## src/hw/rtl/ptw_pkg.sv

```systemverilog
`timescale 1ns / 1ps
`default_nettype none
// ----------------------------------------------------------------------------
// ptw_pkg
// Shared types and constants of the four-level page table walker.
// ----------------------------------------------------------------------------
package ptw_pkg;

  localparam int ADDR_W   = 52;
  localparam int VA_W     = 48;
  localparam int ENTRY_W  = 64;
  localparam int IDX_W    = 9;
  localparam int LEVEL_W  = 2;
  localparam int PSIZE_W  = 2;
  localparam int PAGE_SH  = 12;

  localparam logic CMD_START = 1'b0;
  localparam logic CMD_ENTRY = 1'b1;

  localparam logic KIND_READ = 1'b0;
  localparam logic KIND_DONE = 1'b1;

  localparam logic [PSIZE_W-1:0] PSIZE_4K = 2'd0;
  localparam logic [PSIZE_W-1:0] PSIZE_2M = 2'd1;
  localparam logic [PSIZE_W-1:0] PSIZE_1G = 2'd2;

  localparam logic [LEVEL_W-1:0] LVL_PML4 = 2'd0;
  localparam logic [LEVEL_W-1:0] LVL_PDPT = 2'd1;
  localparam logic [LEVEL_W-1:0] LVL_PD   = 2'd2;
  localparam logic [LEVEL_W-1:0] LVL_PT   = 2'd3;

  localparam int PTE_P_BIT  = 0;
  localparam int PTE_PS_BIT = 7;

  typedef enum logic [1:0] {
    OP_READ,
    OP_FAULT,
    OP_DONE
  } walk_op_code_t;

  // addr: table base for OP_READ, masked entry bits for OP_DONE
  typedef struct packed {
    walk_op_code_t        op;
    logic [ADDR_W-1:0]    addr;
    logic [VA_W-1:0]      va;
    logic [LEVEL_W-1:0]   level;
    logic [PSIZE_W-1:0]   psize;
  } walk_op_t;

endpackage
`default_nettype wire

```

## src/hw/rtl/ptw_in_if.sv

```systemverilog
`timescale 1ns / 1ps
`default_nettype none
// ----------------------------------------------------------------------------
// ptw_in_if
// Request channel: translate commands and returned table entries.
// ----------------------------------------------------------------------------
interface ptw_in_if;
  logic                         valid;
  logic                         ready;
  logic                         cmd;
  logic [ptw_pkg::ADDR_W-1:0]   root_table;
  logic [ptw_pkg::VA_W-1:0]     virtual_address;
  logic [ptw_pkg::ENTRY_W-1:0]  table_entry;

  modport source (output valid, output cmd, output root_table,
                  output virtual_address, output table_entry, input ready);
  modport sink   (input valid, input cmd, input root_table,
                  input virtual_address, input table_entry, output ready);
endinterface
`default_nettype wire

```

## src/hw/rtl/ptw_out_if.sv

```systemverilog
`timescale 1ns / 1ps
`default_nettype none
// ----------------------------------------------------------------------------
// ptw_out_if
// Result channel: memory read requests and finished translations.
// ----------------------------------------------------------------------------
interface ptw_out_if;
  logic                          valid;
  logic                          ready;
  logic                          kind;
  logic [ptw_pkg::ADDR_W-1:0]    read_address;
  logic [ptw_pkg::ADDR_W-1:0]    physical_address;
  logic                          fault;
  logic [ptw_pkg::PSIZE_W-1:0]   psize;

  modport source (output valid, output kind, output read_address,
                  output physical_address, output fault, output psize,
                  input ready);
  modport sink   (input valid, input kind, input read_address,
                  input physical_address, input fault, input psize,
                  output ready);
endinterface
`default_nettype wire

```

## src/hw/rtl/ptw_front.sv

```systemverilog
`timescale 1ns / 1ps
`default_nettype none
// ----------------------------------------------------------------------------
// ptw_front
// Accepts requests, tracks walk state and classifies each transfer.
// ----------------------------------------------------------------------------
module ptw_front #(
  parameter int PHYS_ADDR_BITS = 52
) (
  input  wire logic            clk,
  input  wire logic            rst_n,
  ptw_in_if.sink               in_ch,
  input  wire logic            q_full,
  output ptw_pkg::walk_op_t    q_data,
  output logic                 q_push
);

  localparam logic [ptw_pkg::ADDR_W-1:0] PHYS_MASK =
    {ptw_pkg::ADDR_W{1'b1}} >> (ptw_pkg::ADDR_W - PHYS_ADDR_BITS);
  localparam logic [ptw_pkg::ADDR_W-1:0] FRAME_MASK =
    PHYS_MASK & ~((ptw_pkg::ADDR_W)'((1 << ptw_pkg::PAGE_SH) - 1));

  logic                           active_r, active_nxt;
  logic [ptw_pkg::LEVEL_W-1:0]    level_r, level_nxt;
  logic [ptw_pkg::VA_W-1:0]       va_r, va_nxt;
  logic                           accept;
  logic [ptw_pkg::ADDR_W-1:0]     entry_bits;
  logic                           present;
  logic                           ps;

  assign in_ch.ready = !q_full;
  assign accept      = in_ch.valid && in_ch.ready;
  assign entry_bits  = in_ch.table_entry[ptw_pkg::ADDR_W-1:0] & PHYS_MASK;
  assign present     = in_ch.table_entry[ptw_pkg::PTE_P_BIT];
  assign ps          = in_ch.table_entry[ptw_pkg::PTE_PS_BIT];

  always_comb begin
    active_nxt   = active_r;
    level_nxt    = level_r;
    va_nxt       = va_r;
    q_push       = 1'b0;
    q_data.op    = ptw_pkg::OP_READ;
    q_data.addr  = entry_bits;
    q_data.va    = va_r;
    q_data.level = level_r;
    q_data.psize = ptw_pkg::PSIZE_4K;
    if (accept) begin
      if (in_ch.cmd == ptw_pkg::CMD_START) begin
        active_nxt   = 1'b1;
        level_nxt    = ptw_pkg::LVL_PML4;
        va_nxt       = in_ch.virtual_address;
        q_push       = 1'b1;
        q_data.addr  = in_ch.root_table & FRAME_MASK;
        q_data.va    = in_ch.virtual_address;
        q_data.level = ptw_pkg::LVL_PML4;
      end else if (active_r) begin
        q_push = 1'b1;
        if (!present) begin
          active_nxt = 1'b0;
          level_nxt  = ptw_pkg::LVL_PML4;
          q_data.op  = ptw_pkg::OP_FAULT;
        end else if (level_r == ptw_pkg::LVL_PDPT && ps) begin
          active_nxt   = 1'b0;
          level_nxt    = ptw_pkg::LVL_PML4;
          q_data.op    = ptw_pkg::OP_DONE;
          q_data.psize = ptw_pkg::PSIZE_1G;
        end else if (level_r == ptw_pkg::LVL_PD && ps) begin
          active_nxt   = 1'b0;
          level_nxt    = ptw_pkg::LVL_PML4;
          q_data.op    = ptw_pkg::OP_DONE;
          q_data.psize = ptw_pkg::PSIZE_2M;
        end else if (level_r == ptw_pkg::LVL_PT) begin
          active_nxt   = 1'b0;
          level_nxt    = ptw_pkg::LVL_PML4;
          q_data.op    = ptw_pkg::OP_DONE;
          q_data.psize = ptw_pkg::PSIZE_4K;
        end else begin
          level_nxt    = level_r + 2'd1;
          q_data.addr  = entry_bits & FRAME_MASK;
          q_data.level = level_r + 2'd1;
        end
      end
    end
  end

  always_ff @(posedge clk) begin
    if (!rst_n) begin
      active_r <= 1'b0;
      level_r  <= ptw_pkg::LVL_PML4;
      va_r     <= '0;
    end else begin
      active_r <= active_nxt;
      level_r  <= level_nxt;
      va_r     <= va_nxt;
    end
  end

  a_start_resets_walk: assert property (@(posedge clk) disable iff (!rst_n)
    (accept && in_ch.cmd == ptw_pkg::CMD_START) |=>
      (active_r && level_r == ptw_pkg::LVL_PML4))
    else $error("start transfer did not open a walk at the top level");

  a_end_closes_walk: assert property (@(posedge clk) disable iff (!rst_n)
    (q_push && (q_data.op == ptw_pkg::OP_FAULT || q_data.op == ptw_pkg::OP_DONE))
      |=> !active_r)
    else $error("walk still active after its final result");

endmodule
`default_nettype wire

```

## src/hw/rtl/ptw_queue.sv

```systemverilog
`timescale 1ns / 1ps
`default_nettype none
// ----------------------------------------------------------------------------
// ptw_queue
// Two-entry queue of classified operations between front and back.
// ----------------------------------------------------------------------------
module ptw_queue (
  input  wire logic               clk,
  input  wire logic               rst_n,
  input  wire logic               push,
  input  wire ptw_pkg::walk_op_t  push_data,
  output logic                    full,
  input  wire logic               pop,
  output logic                    head_valid,
  output ptw_pkg::walk_op_t       head_data
);

  ptw_pkg::walk_op_t  mem_r [2];
  logic               wr_ptr_r, rd_ptr_r;
  logic [1:0]         count_r;

  assign full       = (count_r == 2'd2);
  assign head_valid = (count_r != 2'd0);
  assign head_data  = mem_r[rd_ptr_r];

  always_ff @(posedge clk) begin
    if (push) begin
      mem_r[wr_ptr_r] <= push_data;
    end
  end

  always_ff @(posedge clk) begin
    if (!rst_n) begin
      wr_ptr_r <= 1'b0;
      rd_ptr_r <= 1'b0;
      count_r  <= 2'd0;
    end else begin
      if (push) begin
        wr_ptr_r <= !wr_ptr_r;
      end
      if (pop) begin
        rd_ptr_r <= !rd_ptr_r;
      end
      count_r <= count_r + {1'b0, push} - {1'b0, pop};
    end
  end

  a_no_overflow: assert property (@(posedge clk) disable iff (!rst_n)
    push |-> (!full || pop))
    else $error("push into full queue");

  a_no_underflow: assert property (@(posedge clk) disable iff (!rst_n)
    pop |-> head_valid)
    else $error("pop from empty queue");

  a_count_range: assert property (@(posedge clk) disable iff (!rst_n)
    count_r != 2'd3)
    else $error("queue count out of range");

endmodule
`default_nettype wire

```

## src/hw/rtl/ptw_back.sv

```systemverilog
`timescale 1ns / 1ps
`default_nettype none
// ----------------------------------------------------------------------------
// ptw_back
// Forms read addresses and final translations into the output register.
// ----------------------------------------------------------------------------
module ptw_back #(
  parameter int PHYS_ADDR_BITS = 52
) (
  input  wire logic               clk,
  input  wire logic               rst_n,
  input  wire logic               head_valid,
  input  wire ptw_pkg::walk_op_t  head_data,
  output logic                    pop,
  ptw_out_if.source               out_ch
);

  localparam logic [ptw_pkg::ADDR_W-1:0] PHYS_MASK =
    {ptw_pkg::ADDR_W{1'b1}} >> (ptw_pkg::ADDR_W - PHYS_ADDR_BITS);
  localparam int PAD_W = ptw_pkg::ADDR_W - ptw_pkg::IDX_W - 3;

  logic                            valid_r;
  logic                            kind_r, kind_nxt;
  logic [ptw_pkg::ADDR_W-1:0]      raddr_r, raddr_nxt;
  logic [ptw_pkg::ADDR_W-1:0]      paddr_r, paddr_nxt;
  logic                            fault_r, fault_nxt;
  logic [ptw_pkg::PSIZE_W-1:0]     psize_r, psize_nxt;
  logic [ptw_pkg::IDX_W-1:0]       idx;
  logic [ptw_pkg::ADDR_W-1:0]      low_mask;
  logic [ptw_pkg::ADDR_W-1:0]      va_ext;

  assign pop    = head_valid && (!valid_r || out_ch.ready);
  assign va_ext = {{(ptw_pkg::ADDR_W - ptw_pkg::VA_W){1'b0}}, head_data.va};

  always_comb begin
    unique case (head_data.level)
      ptw_pkg::LVL_PML4: idx = head_data.va[47:39];
      ptw_pkg::LVL_PDPT: idx = head_data.va[38:30];
      ptw_pkg::LVL_PD:   idx = head_data.va[29:21];
      default:           idx = head_data.va[20:12];
    endcase
  end

  always_comb begin
    unique case (head_data.psize)
      ptw_pkg::PSIZE_1G: low_mask = (ptw_pkg::ADDR_W)'((64'd1 << 30) - 64'd1);
      ptw_pkg::PSIZE_2M: low_mask = (ptw_pkg::ADDR_W)'((64'd1 << 21) - 64'd1);
      default:           low_mask = (ptw_pkg::ADDR_W)'((64'd1 << 12) - 64'd1);
    endcase
  end

  always_comb begin
    kind_nxt  = ptw_pkg::KIND_READ;
    raddr_nxt = '0;
    paddr_nxt = '0;
    fault_nxt = 1'b0;
    psize_nxt = ptw_pkg::PSIZE_4K;
    unique case (head_data.op)
      ptw_pkg::OP_READ: begin
        raddr_nxt = head_data.addr + {{PAD_W{1'b0}}, idx, 3'b000};
      end
      ptw_pkg::OP_FAULT: begin
        kind_nxt  = ptw_pkg::KIND_DONE;
        fault_nxt = 1'b1;
      end
      ptw_pkg::OP_DONE: begin
        kind_nxt  = ptw_pkg::KIND_DONE;
        paddr_nxt = ((head_data.addr & ~low_mask) | (va_ext & low_mask)) & PHYS_MASK;
        psize_nxt = head_data.psize;
      end
      default: begin
        kind_nxt = ptw_pkg::KIND_READ;
      end
    endcase
  end

  always_ff @(posedge clk) begin
    if (!rst_n) begin
      valid_r <= 1'b0;
    end else if (pop) begin
      valid_r <= 1'b1;
    end else if (out_ch.ready) begin
      valid_r <= 1'b0;
    end
  end

  always_ff @(posedge clk) begin
    if (pop) begin
      kind_r  <= kind_nxt;
      raddr_r <= raddr_nxt;
      paddr_r <= paddr_nxt;
      fault_r <= fault_nxt;
      psize_r <= psize_nxt;
    end
  end

  assign out_ch.valid            = valid_r;
  assign out_ch.kind             = kind_r;
  assign out_ch.read_address     = raddr_r;
  assign out_ch.physical_address = paddr_r;
  assign out_ch.fault            = fault_r;
  assign out_ch.psize            = psize_r;

endmodule
`default_nettype wire

```

## src/hw/rtl/four_level_page_table_walker.sv

```systemverilog
`timescale 1ns / 1ps
`default_nettype none
// ----------------------------------------------------------------------------
// four_level_page_table_walker
// Four-level page table walker with decoupled classify and address stages.
// ----------------------------------------------------------------------------
// Usage:
//   in_ch carries a start command (root table, virtual address) or a table
//   entry returned from memory. out_ch carries either a read request for the
//   next 8-byte entry or a finished translation (physical address, fault,
//   page size). Each returned entry is fed back on in_ch by the user.
//   A start transfer produces one read request; an entry transfer produces a
//   read request or a final result; an entry with no walk open produces none.
//   out_ch.valid rises once the transfer has passed through the queue and
//   into the back stage's output register.
//   Throughput: one transfer per cycle while out_ch is ready, set by the
//   combinational front classifier and the registered address stage.
//   A two-entry queue sits between front and back and the back stage has an
//   output register; when out_ch stalls, in_ch keeps taking transfers until
//   the queue fills, then in_ch.ready drops.
//   Reset (rst_n low, synchronous) closes any open walk and empties the
//   queue and the output register.
// ----------------------------------------------------------------------------
module four_level_page_table_walker #(
  parameter int PHYS_ADDR_BITS = 52
) (
  input  wire logic  clk,
  input  wire logic  rst_n,
  ptw_in_if.sink     in_ch,
  ptw_out_if.source  out_ch
);

  ptw_pkg::walk_op_t  q_push_data;
  ptw_pkg::walk_op_t  q_head_data;
  logic               q_push;
  logic               q_full;
  logic               q_pop;
  logic               q_head_valid;

  ptw_front #(
    .PHYS_ADDR_BITS(PHYS_ADDR_BITS)
  ) u_front (
    .clk    (clk),
    .rst_n  (rst_n),
    .in_ch  (in_ch),
    .q_full (q_full),
    .q_data (q_push_data),
    .q_push (q_push)
  );

  ptw_queue u_queue (
    .clk        (clk),
    .rst_n      (rst_n),
    .push       (q_push),
    .push_data  (q_push_data),
    .full       (q_full),
    .pop        (q_pop),
    .head_valid (q_head_valid),
    .head_data  (q_head_data)
  );

  ptw_back #(
    .PHYS_ADDR_BITS(PHYS_ADDR_BITS)
  ) u_back (
    .clk        (clk),
    .rst_n      (rst_n),
    .head_valid (q_head_valid),
    .head_data  (q_head_data),
    .pop        (q_pop),
    .out_ch     (out_ch)
  );

endmodule
`default_nettype wire
```

## src/flat_wrapper.sv

```systemverilog
// flat-port wrapper written by rule: the top's interface ports become plain ports
module four_level_page_table_walker_flat 
#(
  parameter int PHYS_ADDR_BITS = 52
)
  (clk, rst_n, in_ch_valid, in_ch_cmd, in_ch_root_table, in_ch_virtual_address, in_ch_table_entry, in_ch_ready, out_ch_valid, out_ch_kind, out_ch_read_address, out_ch_physical_address, out_ch_fault, out_ch_psize, out_ch_ready);
  ptw_in_if in_ch_i ();
  ptw_out_if out_ch_i ();
  input  wire logic clk;
  input  wire logic rst_n;
  input wire logic [$bits(in_ch_i.valid)-1:0] in_ch_valid;
  input wire logic [$bits(in_ch_i.cmd)-1:0] in_ch_cmd;
  input wire logic [$bits(in_ch_i.root_table)-1:0] in_ch_root_table;
  input wire logic [$bits(in_ch_i.virtual_address)-1:0] in_ch_virtual_address;
  input wire logic [$bits(in_ch_i.table_entry)-1:0] in_ch_table_entry;
  output wire logic [$bits(in_ch_i.ready)-1:0] in_ch_ready;
  output wire logic [$bits(out_ch_i.valid)-1:0] out_ch_valid;
  output wire logic [$bits(out_ch_i.kind)-1:0] out_ch_kind;
  output wire logic [$bits(out_ch_i.read_address)-1:0] out_ch_read_address;
  output wire logic [$bits(out_ch_i.physical_address)-1:0] out_ch_physical_address;
  output wire logic [$bits(out_ch_i.fault)-1:0] out_ch_fault;
  output wire logic [$bits(out_ch_i.psize)-1:0] out_ch_psize;
  input wire logic [$bits(out_ch_i.ready)-1:0] out_ch_ready;
  assign in_ch_i.valid = in_ch_valid;
  assign in_ch_i.cmd = in_ch_cmd;
  assign in_ch_i.root_table = in_ch_root_table;
  assign in_ch_i.virtual_address = in_ch_virtual_address;
  assign in_ch_i.table_entry = in_ch_table_entry;
  assign in_ch_ready = in_ch_i.ready;
  assign out_ch_valid = out_ch_i.valid;
  assign out_ch_kind = out_ch_i.kind;
  assign out_ch_read_address = out_ch_i.read_address;
  assign out_ch_physical_address = out_ch_i.physical_address;
  assign out_ch_fault = out_ch_i.fault;
  assign out_ch_psize = out_ch_i.psize;
  assign out_ch_i.ready = out_ch_ready;
  four_level_page_table_walker #(.PHYS_ADDR_BITS(PHYS_ADDR_BITS)) u_core (.clk(clk), .rst_n(rst_n), .in_ch(in_ch_i), .out_ch(out_ch_i));
endmodule
```

## config.mk

```make
export PLATFORM = sky130hd
export DESIGN_NAME = four_level_page_table_walker_flat
export DESIGN_NICKNAME = d
export VERILOG_FILES = /design/src/hw/rtl/ptw_pkg.sv /design/src/hw/rtl/ptw_in_if.sv /design/src/hw/rtl/ptw_out_if.sv /design/src/hw/rtl/ptw_front.sv /design/src/hw/rtl/ptw_queue.sv /design/src/hw/rtl/ptw_back.sv /design/src/hw/rtl/four_level_page_table_walker.sv /design/src/flat_wrapper.sv
export SDC_FILE = /design/constraint.sdc
export NUM_CORES = 1
export LEC_CHECK = 0
export ABC_AREA = 1
export BUFFER_PORTS_ARGS = -buffer_cell sky130_fd_sc_hd__buf_4
export CORE_MARGIN = 1
export CORE_UTILIZATION = 51
export CTS_BUF_LIST = sky130_fd_sc_hd__clkbuf_16
export DETAILED_ROUTE_END_ITERATION = 7
export GPL_ROUTABILITY_DRIVEN = 0
export PLACE_DENSITY = 0.76
export SKIP_CTS_REPAIR_TIMING = 1
export SYNTH_ARGS = -nofsm -noshare
export SYNTH_HDL_FRONTEND = slang
export SYNTH_SLANG_ARGS = --single-unit
export TNS_END_PERCENT = 100
```

## constraint.sdc

```tcl
create_clock -name clk -period 6 [get_ports clk]
set_input_delay 0.3 -clock clk [delete_from_list [all_inputs] [get_ports clk]]
set_output_delay 0.3 -clock clk [all_outputs]
set_load 0.01 [all_outputs]
```

==> results of run 1 <==
## cell families (layout without fill, tap and decap cells)
| group | Yosys count | in the layout | share of synthesized area, % |
|---|---|---|---|
| AND/OR/NAND/NOR | 864 | 864 | 20.9 |
| flip-flops | 377 | 377 | 63.7 |
| XOR/XNOR | 1 | 1 | 0.0519 |
| adder cells (fa/ha/maj) | 21 | 21 | 1.60 |
| AO/OA/AOI/OAI | 243 | 243 | 8.07 |
| multiplexers | 4 | 4 | 0.237 |
| buffers and inverters | 222 | 489 | 5.48 |
## area by class of cell
cell class	count	share of cell area (%)
Sequential cell	377	52.9
Multi-Input combinational cell	1133	25.7
Timing Repair Buffer	265	9.78
Clock buffer	38	4.67
Inverter	156	2.94
Tap cell	442	2.72
Clock inverter	30	1.32
## through the flow
step                worst slack (ns)  hold WS (ns)  cells
finish                          2.30        0.0293   2441
floorplan                      0.194         0.393   1732
global placement                2.37         0.426   2373
detailed placement              2.33         0.429   2373
CTS                             2.33        0.0230   2441
global route                    1.99        0.0440   2441
## cells in the mapped netlist (2+ instances only)
library cell	instances
buf_4	2
nor2_1	213
nand3_1	31
ha_1	20
clkinv_1	2
nand4_1	14
dfxtp_1	57
inv_2	8
buf_1	10
inv_1	145
and2_1	2
o21ai_0	64
buf_2	10
nand3_2	2
o21a_1	3
buf_6	7
nand2_1	533
edfxtp_1	320
a21oi_1	108
nand2_2	35
nor3_1	6
a31oi_1	12
or2_2	2
nand3b_1	3
mux2i_1	4
o21ai_1	7
clkbuf_1	36
a211oi_1	48
nor2_2	18
nor2_4	2
## flip-flops by register name, indices dropped and copies added, names as in the netlist, named ones only
register and count:
u_core.u_queue.mem_r 212, u_core.u_back.out_ch.physical_address 52, u_core.u_back.out_ch.read_address 52, u_core.u_front.va_r 48
u_core.u_back.out_ch.psize 2, u_core.u_front.level_r 2, u_core.u_queue.count_r 2, u_core.u_back.out_ch.fault 1
u_core.u_back.out_ch.kind 1, u_core.u_back.out_ch.valid 1, u_core.u_front.active_r 1, u_core.u_queue.rd_ptr_r 1
u_core.u_queue.wr_ptr_r 1
## metal layers
layer	share of wire, %	wire length, um
met3	7.1	2940
met2	50	20500
met4	3.3	1340
met1	40	16500
met5	0	0
## worst min-delay path by stage
stage	startpoint	slack, ns	endpoint	depth (start not counted)
floorplan	rst_n	0.39	u_core.u_queue.count_r[0]	2
global placement	u_core.u_queue.rd_ptr_r	0.43	flip-flop	1
detailed placement	u_core.u_queue.rd_ptr_r	0.43	flip-flop	1
CTS	rst_n	0.02	u_core.u_queue.count_r[0]	3
global route	rst_n	0.04	u_core.u_front.active_r	3
finish	rst_n	0.03	u_core.u_queue.count_r[0]	3
## worst register-to-register path, delay by kind of cell (launching register included)
kind	cells	cell delay, ns
AOI/OAI and AO/OA	4	0.81
adders and majority gates	2	0.62
buffers and inverters	2	0.56
DFF	1	0.47
muxes	1	0.43
and+or+nand+nor	6	0.57
## where the power goes
part / internal [uW] / switching [uW] / leakage [uW]
Sequential: 3710 / 239 / 0.00351
Clock: 1300 / 997 / 0.000603
Combinational: 1160 / 2390 / 0.00430
==> impl_results.md, run 1 <==
- Status: completed
- Mapped Area: 16,900 um^2
- Met3 usage: 3.63%
- CTS Buffer Depth: 3
- Worst EP required: 6.29 ns
- CTS H-tree depth: 2
- Final setup viols: 0
- Tot Pwr: 9780 uW
- Layout cell share with drive strength beyond 1: 19.6%
- Dpl cell area: 19,100 um^2
- Clk sink count: 377
- Slew HR: 32.3%
- Distinct cells, synth: 38
- Cells on worst reg2reg path: 15
- Vias per cell: 5.23
- Setup Skew: 0.0211 ns
- Async set or reset register ratio after synthesis: 0%
- Crit. End Element: flip-flop
- TritonCTS Buffers: 38
- Crit path largest cell delay: 0.49 ns
- Initial antenna violation count: 0
- DR WL/cell: 16.9 um
- First-pass GRT wire length: 62,400 um
- IO buf count: 254
- Met2 Track Usage GR: 42.3%
- Most frequent cells in the layout: 533 x nand2_1, 320 x edfxtp_1, 265 x buf_4
- Die Span Y: 184 um
- Core Box Area: 32,500 um^2
- CP top delay family: compound AO/OA/AOI/OAI gates
- Multi-input gate area: 5230 um^2
- Worst Path Max Fanout: 50
- Detail Route Antenna Nets: 0
- Slowest CP cell: buf_4
- Crit path top cell by count: nand2_1
- Num rows: 66
- Fmax: 0.270 GHz
- Buf/Inv on CP: 2
- Crit share post-route: 61.7%
- Max Cap Viol: 0
- Least-Margin Pin Slew: 1.02 ns
- Final instance area: 20,300 um^2
- Met1 usage: 30.3%
- Fin. max-slew vios: 0
- Tot GR Track Use: 24.2%
- Initial DRC count: 1,091
- CTS root buffer: clkbuf_16
- Total Neg Setup Slack: 0 ns
- Synth warn: 0
- Hold Violations, Final: 0
- Critical Path Source Type: flip-flop
- EDFF count, synth: 320
- Synth Area per Inst: 9.74 um^2
- Reg2reg end: u_core.u_back.out_ch.read_address[45]
- Starting Density: 51.9%
- Number of diodes: 0
- CP cell instances: buf_4, mux2i_1, o2111ai_1, o21ai_1, inv_1, ha_1, fa_1, nand2_1, nand2_1, nand3_1, nand2_1, a21oi_1, nor2_2, a21oi_1, nor2_1
- Synth top area share: 56.9%
- First drt pass iteration count: 7
- CTS tree: built
- Routed WL: 41,200 um
- DRC: 0
- Die W: 184 um
- Crit path depth: 15
- RSZ-0062 raised after global routing: no
- Die footprint: 33,800 um^2
- Area Growth Syn to Fin: 20.5%
- DP Wirelength: 28,100 um
- Post-synth top area cell: edfxtp_1
- Synth top area cells: edfxtp_1 57%, nand2_1 12%, dfxtp_1 6.8%
- Largest net degree at the start of global routing: 124
- Leakage power: 0.00841 uW
- Seq. cell area: 10,800 um^2
- Crit path kind: flip-flop to flip-flop
- Sequential-to-total area share from yosys stat: 63.7%
- Peak VDD IR: 274 uV
- Overflow after GRT: 0
- Synthesized net count: 1,922
- Vias: 12,800
- Skew-Pair Late Insertion Delay: 0.54 ns
- Number of global-route vias before repair: 11,900
- Io pins: 279
- Synthesized flop and latch total: 377
- Fin crit period: 3.70 ns
- CTS clk-pin slew, worst paths: 0.06 ns
- End point of the critical path: u_core.u_back.out_ch.read_address[45]
- Most common cell after layout, fill and taps aside: nand2_1
- Nets: 2,161
- Cells after Synth: 1,732
- Power per cell area: 481 nW/um^2
- Reg2Reg Setup Slack: 2.30 ns
- Post-Route Utilization: 62.5%
- Worst EP arrival: 3.99 ns
- Hold WC Path Type: input pin to flip-flop
- Fillers: 2,686
- Post-synth top flop: edfxtp_1
- GRT busiest layer: met2
No activity file was read; power rests on OpenSTA's default activity.
==> run 2: changes to the inputs <==
- clock period: 6 -> 3 ns (I/O delays scaled with it)
==> run 2 against run 1 <==
  * Utilization grew 4.6 points
  * Fmax rose by 24%
  * Die area is the same
  * The run now ends with hold timing left
  * Clock power rose by 98%
  * Clock skew fell by 0.0074 ns
  * Global-route usage rose by 0.31 points
  * Routed wire length is 10% higher
  * Clock-buffer cell count up 1
  * Register-to-register slack lost 2.3 ns
==> impl_results.md, run 2 (synthesized netlist as in run 1, its figures left out) <==
- Leakage power: 0.00905 uW
- CTS H-tree depth: 2
- DR WL/cell: 17.7 um
- CTS Buffer Depth: 3
- Worst Path Max Fanout: 8
- Initial antenna violation count: 0
- Clk sink count: 377
- Tot Pwr: 20,500 uW
- Internal Power: 12,900 uW
- Layout cell share with drive strength beyond 1: 20.6%
- Most frequent cells in the layout: 524 x nand2_1, 320 x edfxtp_1, 276 x buf_4
- Worst EP required: 3.28 ns
- TritonCTS Buffers: 38
- Largest reg by FF count: u_core.u_queue.mem_r
- First drt pass iteration count: 6
- IO buf count: 254
- Die W: 184 um
- Clock power frac: 22.2%
- Number of diodes: 0
- Starting Density: 51.9%
- Crit path kind: flip-flop to flip-flop
- Routed WL: 45,500 um
- Fmax: 0.336 GHz
- Slew HR: 36.8%
- Post-Route Utilization: 67.2%
- Fillers: 2,449
- Non-Filler Instances: 2,568
- Die footprint: 33,800 um^2
- Hold WC Path Type: input pin to flip-flop
- Fin. max-slew vios: 0
- Seq. cell area: 10,800 um^2
- Peak VDD IR: 641 uV
- Worst Hold Slack: -0.0486 ns
- Skew-Pair Late Insertion Delay: 0.53 ns
- Max reg flops: 212
- Crit. End Element: flip-flop
- Setup ws final: 0.0195 ns
- Num rows: 66
- Crit share post-route: 99.4%
- Area Growth Syn to Fin: 29.5%
- Number of global-route vias before repair: 12,200
- Reg power frac: 38.4%
- CTS tree: built
- DP Wirelength: 28,800 um
- Largest net degree at the start of global routing: 113
- Most common cell after layout, fill and taps aside: nand2_1
- Io pins: 279
- Nets: 2,289
- DRC: 0
- CTS clk-pin slew, worst paths: 0.06 ns
- Final setup viols: 0
- RSZ-0062 raised after global routing: yes
- Least-Margin Pin Slew: 0.948 ns
- Vias: 13,600
- Switching share of power: 37.2%
- Worst EP arrival: 3.26 ns
- Failing checks: hold timing
- Power per cell area: 938 nW/um^2
- CTS root buffer: clkbuf_16
- Max Cap Viol: 0
- Setup Skew: 0.0137 ns
- Status: finished with violations
- Post-Place Cells: 2,385
- Place WS: 0.0491 ns
- Reg2Reg Setup Slack: 0.02 ns
- Hold Violations, Final: 20
- Vias per cell: 5.30
- First-pass GRT wire length: 63,400 um
- Die Span Y: 184 um
- Overflow after GRT: 0
- Fin crit period: 2.98 ns
- Detail Route Antenna Nets: 0
- Sw power: 7630 uW
- Tot GR Track Use: 24.5%
- Core Box Area: 32,500 um^2
- Multi-input gate area: 5420 um^2
- Critical Path Source Type: flip-flop
- Initial DRC count: 1,459
- Logic pwr share: 39.4%
## run 2: final timing paths
kind	start	end	depth (start not counted)
min reg2reg	u_core.u_queue.rd_ptr_r	flip-flop	1
max	flip-flop	u_core.u_back.out_ch.read_address[43]	19
min	in_ch_virtual_address[35]	u_core.u_front.va_r[35]	3
max reg2reg	flip-flop	u_core.u_back.out_ch.read_address[43]	19
## run 2: metal layers
layer	GRT usage (%)	up-vias	wire length [um]
met1	31.1	6312	17400
met5	0	-	0
met4	9.33	0	1710
li1	-	6506	-
met3	3.11	133	3290
met2	42.7	651	23100
## run 2: final cells by class
| type | count | share of cell area (%) |
|---|---|---|
| flip-flops and latches | 377 | 49.2 |
| multi-input cells | 1134 | 24.8 |
| repair buffers | 392 | 15.3 |
| clock buffers | 39 | 4.47 |
| inverters | 156 | 2.74 |
| well taps | 442 | 2.53 |
| clock inverters | 28 | 0.973 |
## run 2: power by group through the flow
stage                     Sequential (uW)  Clock [uW]  Combinational [uW]
after global routing                 7960        4790                8750
after floorplan                      8250           0                3980
after global placement               7930           0                7090
after CTS                            7860        4580                7340
after detailed placement             7950           0                7280
final                                7860        4550                8080
## run 2: worst max-delay path: stages, from the launching register on
cell and delay (ns):
dfxtp_4 0.43, inv_8 0.07, nand2_1 0.07, nand2_2 0.10
inv_2 0.10, nand2_1 0.08, o2111ai_1 0.23, o21ai_1 0.14
inv_1 0.09, ha_2 0.21, fa_2 0.21, nand2_1 0.09
nand2_2 0.10, nand3_1 0.10, nand2_2 0.14, nand3_2 0.10
nand2_4 0.14, nand3b_1 0.13, nor2_1 0.15, nor2_1 0.07
## run 2: stage by stage
step | hold slack (ns) | area (um^2) | setup TNS [ns]
3_5_place_dp | 0.419 | 19300 | 0
6_report | -0.0486 | 21900 | 0
4_1_cts | -0.120 | 20500 | 0
2_1_floorplan | 0.243 | 16900 | -216.77
3_3_place_gp | 0.408 | 19300 | 0
5_1_grt | 0.000302 | 21900 | -2.07
==> run 3: changes to the inputs <==
- ABC_AREA: 1 -> unset
==> run 3 against run 2 <==
  * The run ends with hold timing, setup timing left
  * Clock skew up 0.0054 ns
  * Clock-buffer cell count up 2
  * Sequential share of layout area down 3.0 points
  * Non-clock buffer count up 85
  * Register-to-register slack worse by 0.52 ns
  * Die area up 0.86%
  * Sequential cell count unchanged
  * Combinational power up 0.9%
  * Critical path depth down 6
  * Synthesized cell count down 30%
  * Worst setup slack worse by 0.52 ns
  * Worst hold slack better by 0.039 ns
  * Critical endpoint is now u_core.u_back.out_ch.read_address[41]
  * Largest cell class unchanged
  * Largest power group unchanged
  * Highest routed layer unchanged
==> impl_results.md, run 3 <==
- Status: finished with violations
- Failing checks: hold timing, setup timing
- RSZ-0062 raised after global routing: yes
- Least-Margin Pin Slew: 0.756 ns
- Post-Route Utilization: 71.2%
- Number of global-route vias before repair: 11,000
- Starting Density: 52.1%
- Peak VDD IR: 562 uV
- Mapped Area: 17,000 um^2
- Layout cell share with drive strength beyond 1: 38.8%
- Num rows: 66
- Place WS: -0.598 ns
- EDFF count, synth: 320
- Fmax: 0.286 GHz
- Reg power frac: 36.4%
- Power per cell area: 869 nW/um^2
- Final instance area: 23,300 um^2
- Worst EP arrival: 3.89 ns
- DP Wirelength: 30,500 um
- Hold WC Path Type: input pin to flip-flop
- Async set or reset register ratio after synthesis: 0%
- CTS root buffer: clkbuf_16
- Crit share post-route: 117%
- Sw power: 6820 uW
- Clk sink count: 377
- Largest net degree at the start of global routing: 110
- Metal3 WL: 3760 um
- Cells after Synth: 1,217
- Slew HR: 48.1%
- Wire length on met2: 22,700 um
- Initial DRC count: 1,101
- Core Box Area: 32,700 um^2
- Synth Area per Inst: 14.0 um^2
- Die W: 185 um
- Crit. End Element: flip-flop
- CTS Buffer Depth: 3
- CTS H-tree depth: 2
- Synth top area share: 56.4%
- Routed WL: 46,400 um
- Post-synth top area cell: edfxtp_1
- Nets: 1,873
- Top Layer Used: met4
- Overflow after GRT: 0
- Worst EP required: 3.38 ns
- TritonCTS Buffers: 40
- Clock power frac: 23.3%
- Most common cell in the synthesized netlist: edfxtp_1
- Number of diodes: 0
- Die Span Y: 185 um
- Largest reg by FF count: u_core.u_queue.mem_r
- First-pass GRT wire length: 63,800 um
- Most common cell after layout, fill and taps aside: buf_4
- Reg2Reg Setup Slack: -0.50 ns
- CTS tree: built
- Worst Hold Slack: -0.00927 ns
- Tot Pwr: 20,200 uW
- Distinct cells, synth: 63
- Hold Violations, Final: 6
- Vias per cell: 5.69
- Internal Power: 13,400 uW
- IO buf count: 254
- Critical Path Source Type: flip-flop
- Met1 wire length: 18,500 um
- Area Growth Syn to Fin: 36.7%
- Setup ws final: -0.502 ns
- CTS clk-pin slew, worst paths: 0.06 ns
- Post-synth top flop: edfxtp_1
- Max Cap Viol: 0
- DR WL/cell: 21.5 um
- Crit path kind: flip-flop to flip-flop
- Post-Place Cells: 1,949
- Synth warn: 0
- Detail Route Antenna Nets: 0
- First drt pass iteration count: 5
- Leakage power: 0.00878 uW
- Initial antenna violation count: 0
- Vias: 12,300
- Fin crit period: 3.50 ns
- Logic pwr share: 40.3%
- Io pins: 279
- Most frequent cells after synthesis: 320 x edfxtp_1, 116 x mux2_2, 74 x and2_1, 74 x mux2i_1, 69 x nand2_1
- Sequential-to-total area share from yosys stat: 63.1%
- Synth top area cells: edfxtp_1 56%, mux2_2 7.7%, dfxtp_1 6.7%
- Final setup viols: 44
- Non-Filler Instances: 2,154
- Skew-Pair Late Insertion Delay: 0.54 ns
- Tot GR Track Use: 25.0%
- Dpl cell area: 20,200 um^2
- Synthesized flop and latch total: 377
- Most frequent cells in the layout: 341 x buf_4, 320 x edfxtp_1, 115 x mux2_2
- Switching share of power: 33.7%
- Max reg flops: 212
- Die footprint: 34,100 um^2
- DRC: 0
- Setup Skew: 0.0192 ns
- Synthesized net count: 1,407
- Fin. max-slew vios: 0
- Worst Path Max Fanout: 5
## run 3: cell types whose count changed after synthesis, moves of 17 or more
cell	before	now
a21oi_1	108	31
nor2b_1	0	55
inv_1	145	18
nand2_2	35	0
and2_1	2	74
o21ai_0	64	31
nand2_1	533	69
a211oi_1	48	4
nor2_2	18	0
mux2i_1	4	74
nor2_1	213	57
mux2_2	0	116
xor2_1	1	19
mux4_2	0	17
## run 3: critical path, cell delays in order (launching register included)
cell	delay, ns
dfxtp_4	0.39
mux2i_4	0.32
buf_12	0.15
mux2_2	0.32
o21ai_1	0.14
o21ai_1	0.12
ha_1	0.43
a21oi_4	0.10
nor3_4	0.24
o31a_1	0.32
o2111ai_4	0.14
buf_12	0.17
nor4b_4	0.25
mux2i_1	0.23
## run 3: area by class of cell
type | count | area [um^2]
well taps | 442 | 553
flip-flops and latches | 377 | 10800
clock buffers | 41 | 1030
clock inverters | 30 | 223
repair buffers | 477 | 4080
multi-input cells | 767 | 6560
inverters | 19 | 80.1
repair inverters | 1 | 7.51
fillers | 2146 | 9420
## run 3: kinds of logic (layout without fill, tap and decap cells)
logic type | after synthesis | count (layout) | synth area share (%)
adders and majority gates | 21 | 21 | 1.59
DFF | 377 | 377 | 63.1
xor gates and xnor gates | 33 | 33 | 1.70
and+or+nand+nor | 383 | 383 | 12.5
AOI/OAI and AO/OA | 123 | 123 | 4.86
muxes | 207 | 207 | 14.3
buffers and inverters | 73 | 568 | 1.95
## run 3: per-stage QoR
step | hold slack, ns | setup TNS, ns
after CTS | -0.0736 | -19.62
after global placement | 0.477 | -15.02
final | -0.00927 | -14.69
after detailed placement | 0.476 | -18.65
after global routing | -0.000967 | -20.60
after floorplan | 0.355 | -9.65
## run 3: power by group through the flow
stage | combinational [uW] | clock, uW | sequential [uW]
detailed placement | 6910 | 0 | 7450
global placement | 6770 | 0 | 7430
floorplan | 3790 | 0 | 7670
global route | 8610 | 5000 | 7430
finish | 8150 | 4720 | 7360
CTS | 6930 | 4780 | 7350
## run 3: metal layers
layer	track usage, %	vias to the layer above
met1	35.2	6034
met2	40.3	619
met5	0	-
met3	3.81	101
met4	6.81	0
li1	-	5501
## run 3: worst paths after layout
kind,start,endpoint,cells after the start
worst max register to register,flip-flop,u_core.u_back.out_ch.read_address[41],13
worst min-delay path,in_ch_table_entry[2],u_core.u_queue.mem_r[0][54],2
worst min register to register,u_core.u_queue.count_r[1],u_core.u_back.out_ch.valid,1
worst max-delay path,flip-flop,u_core.u_back.out_ch.read_address[41],13
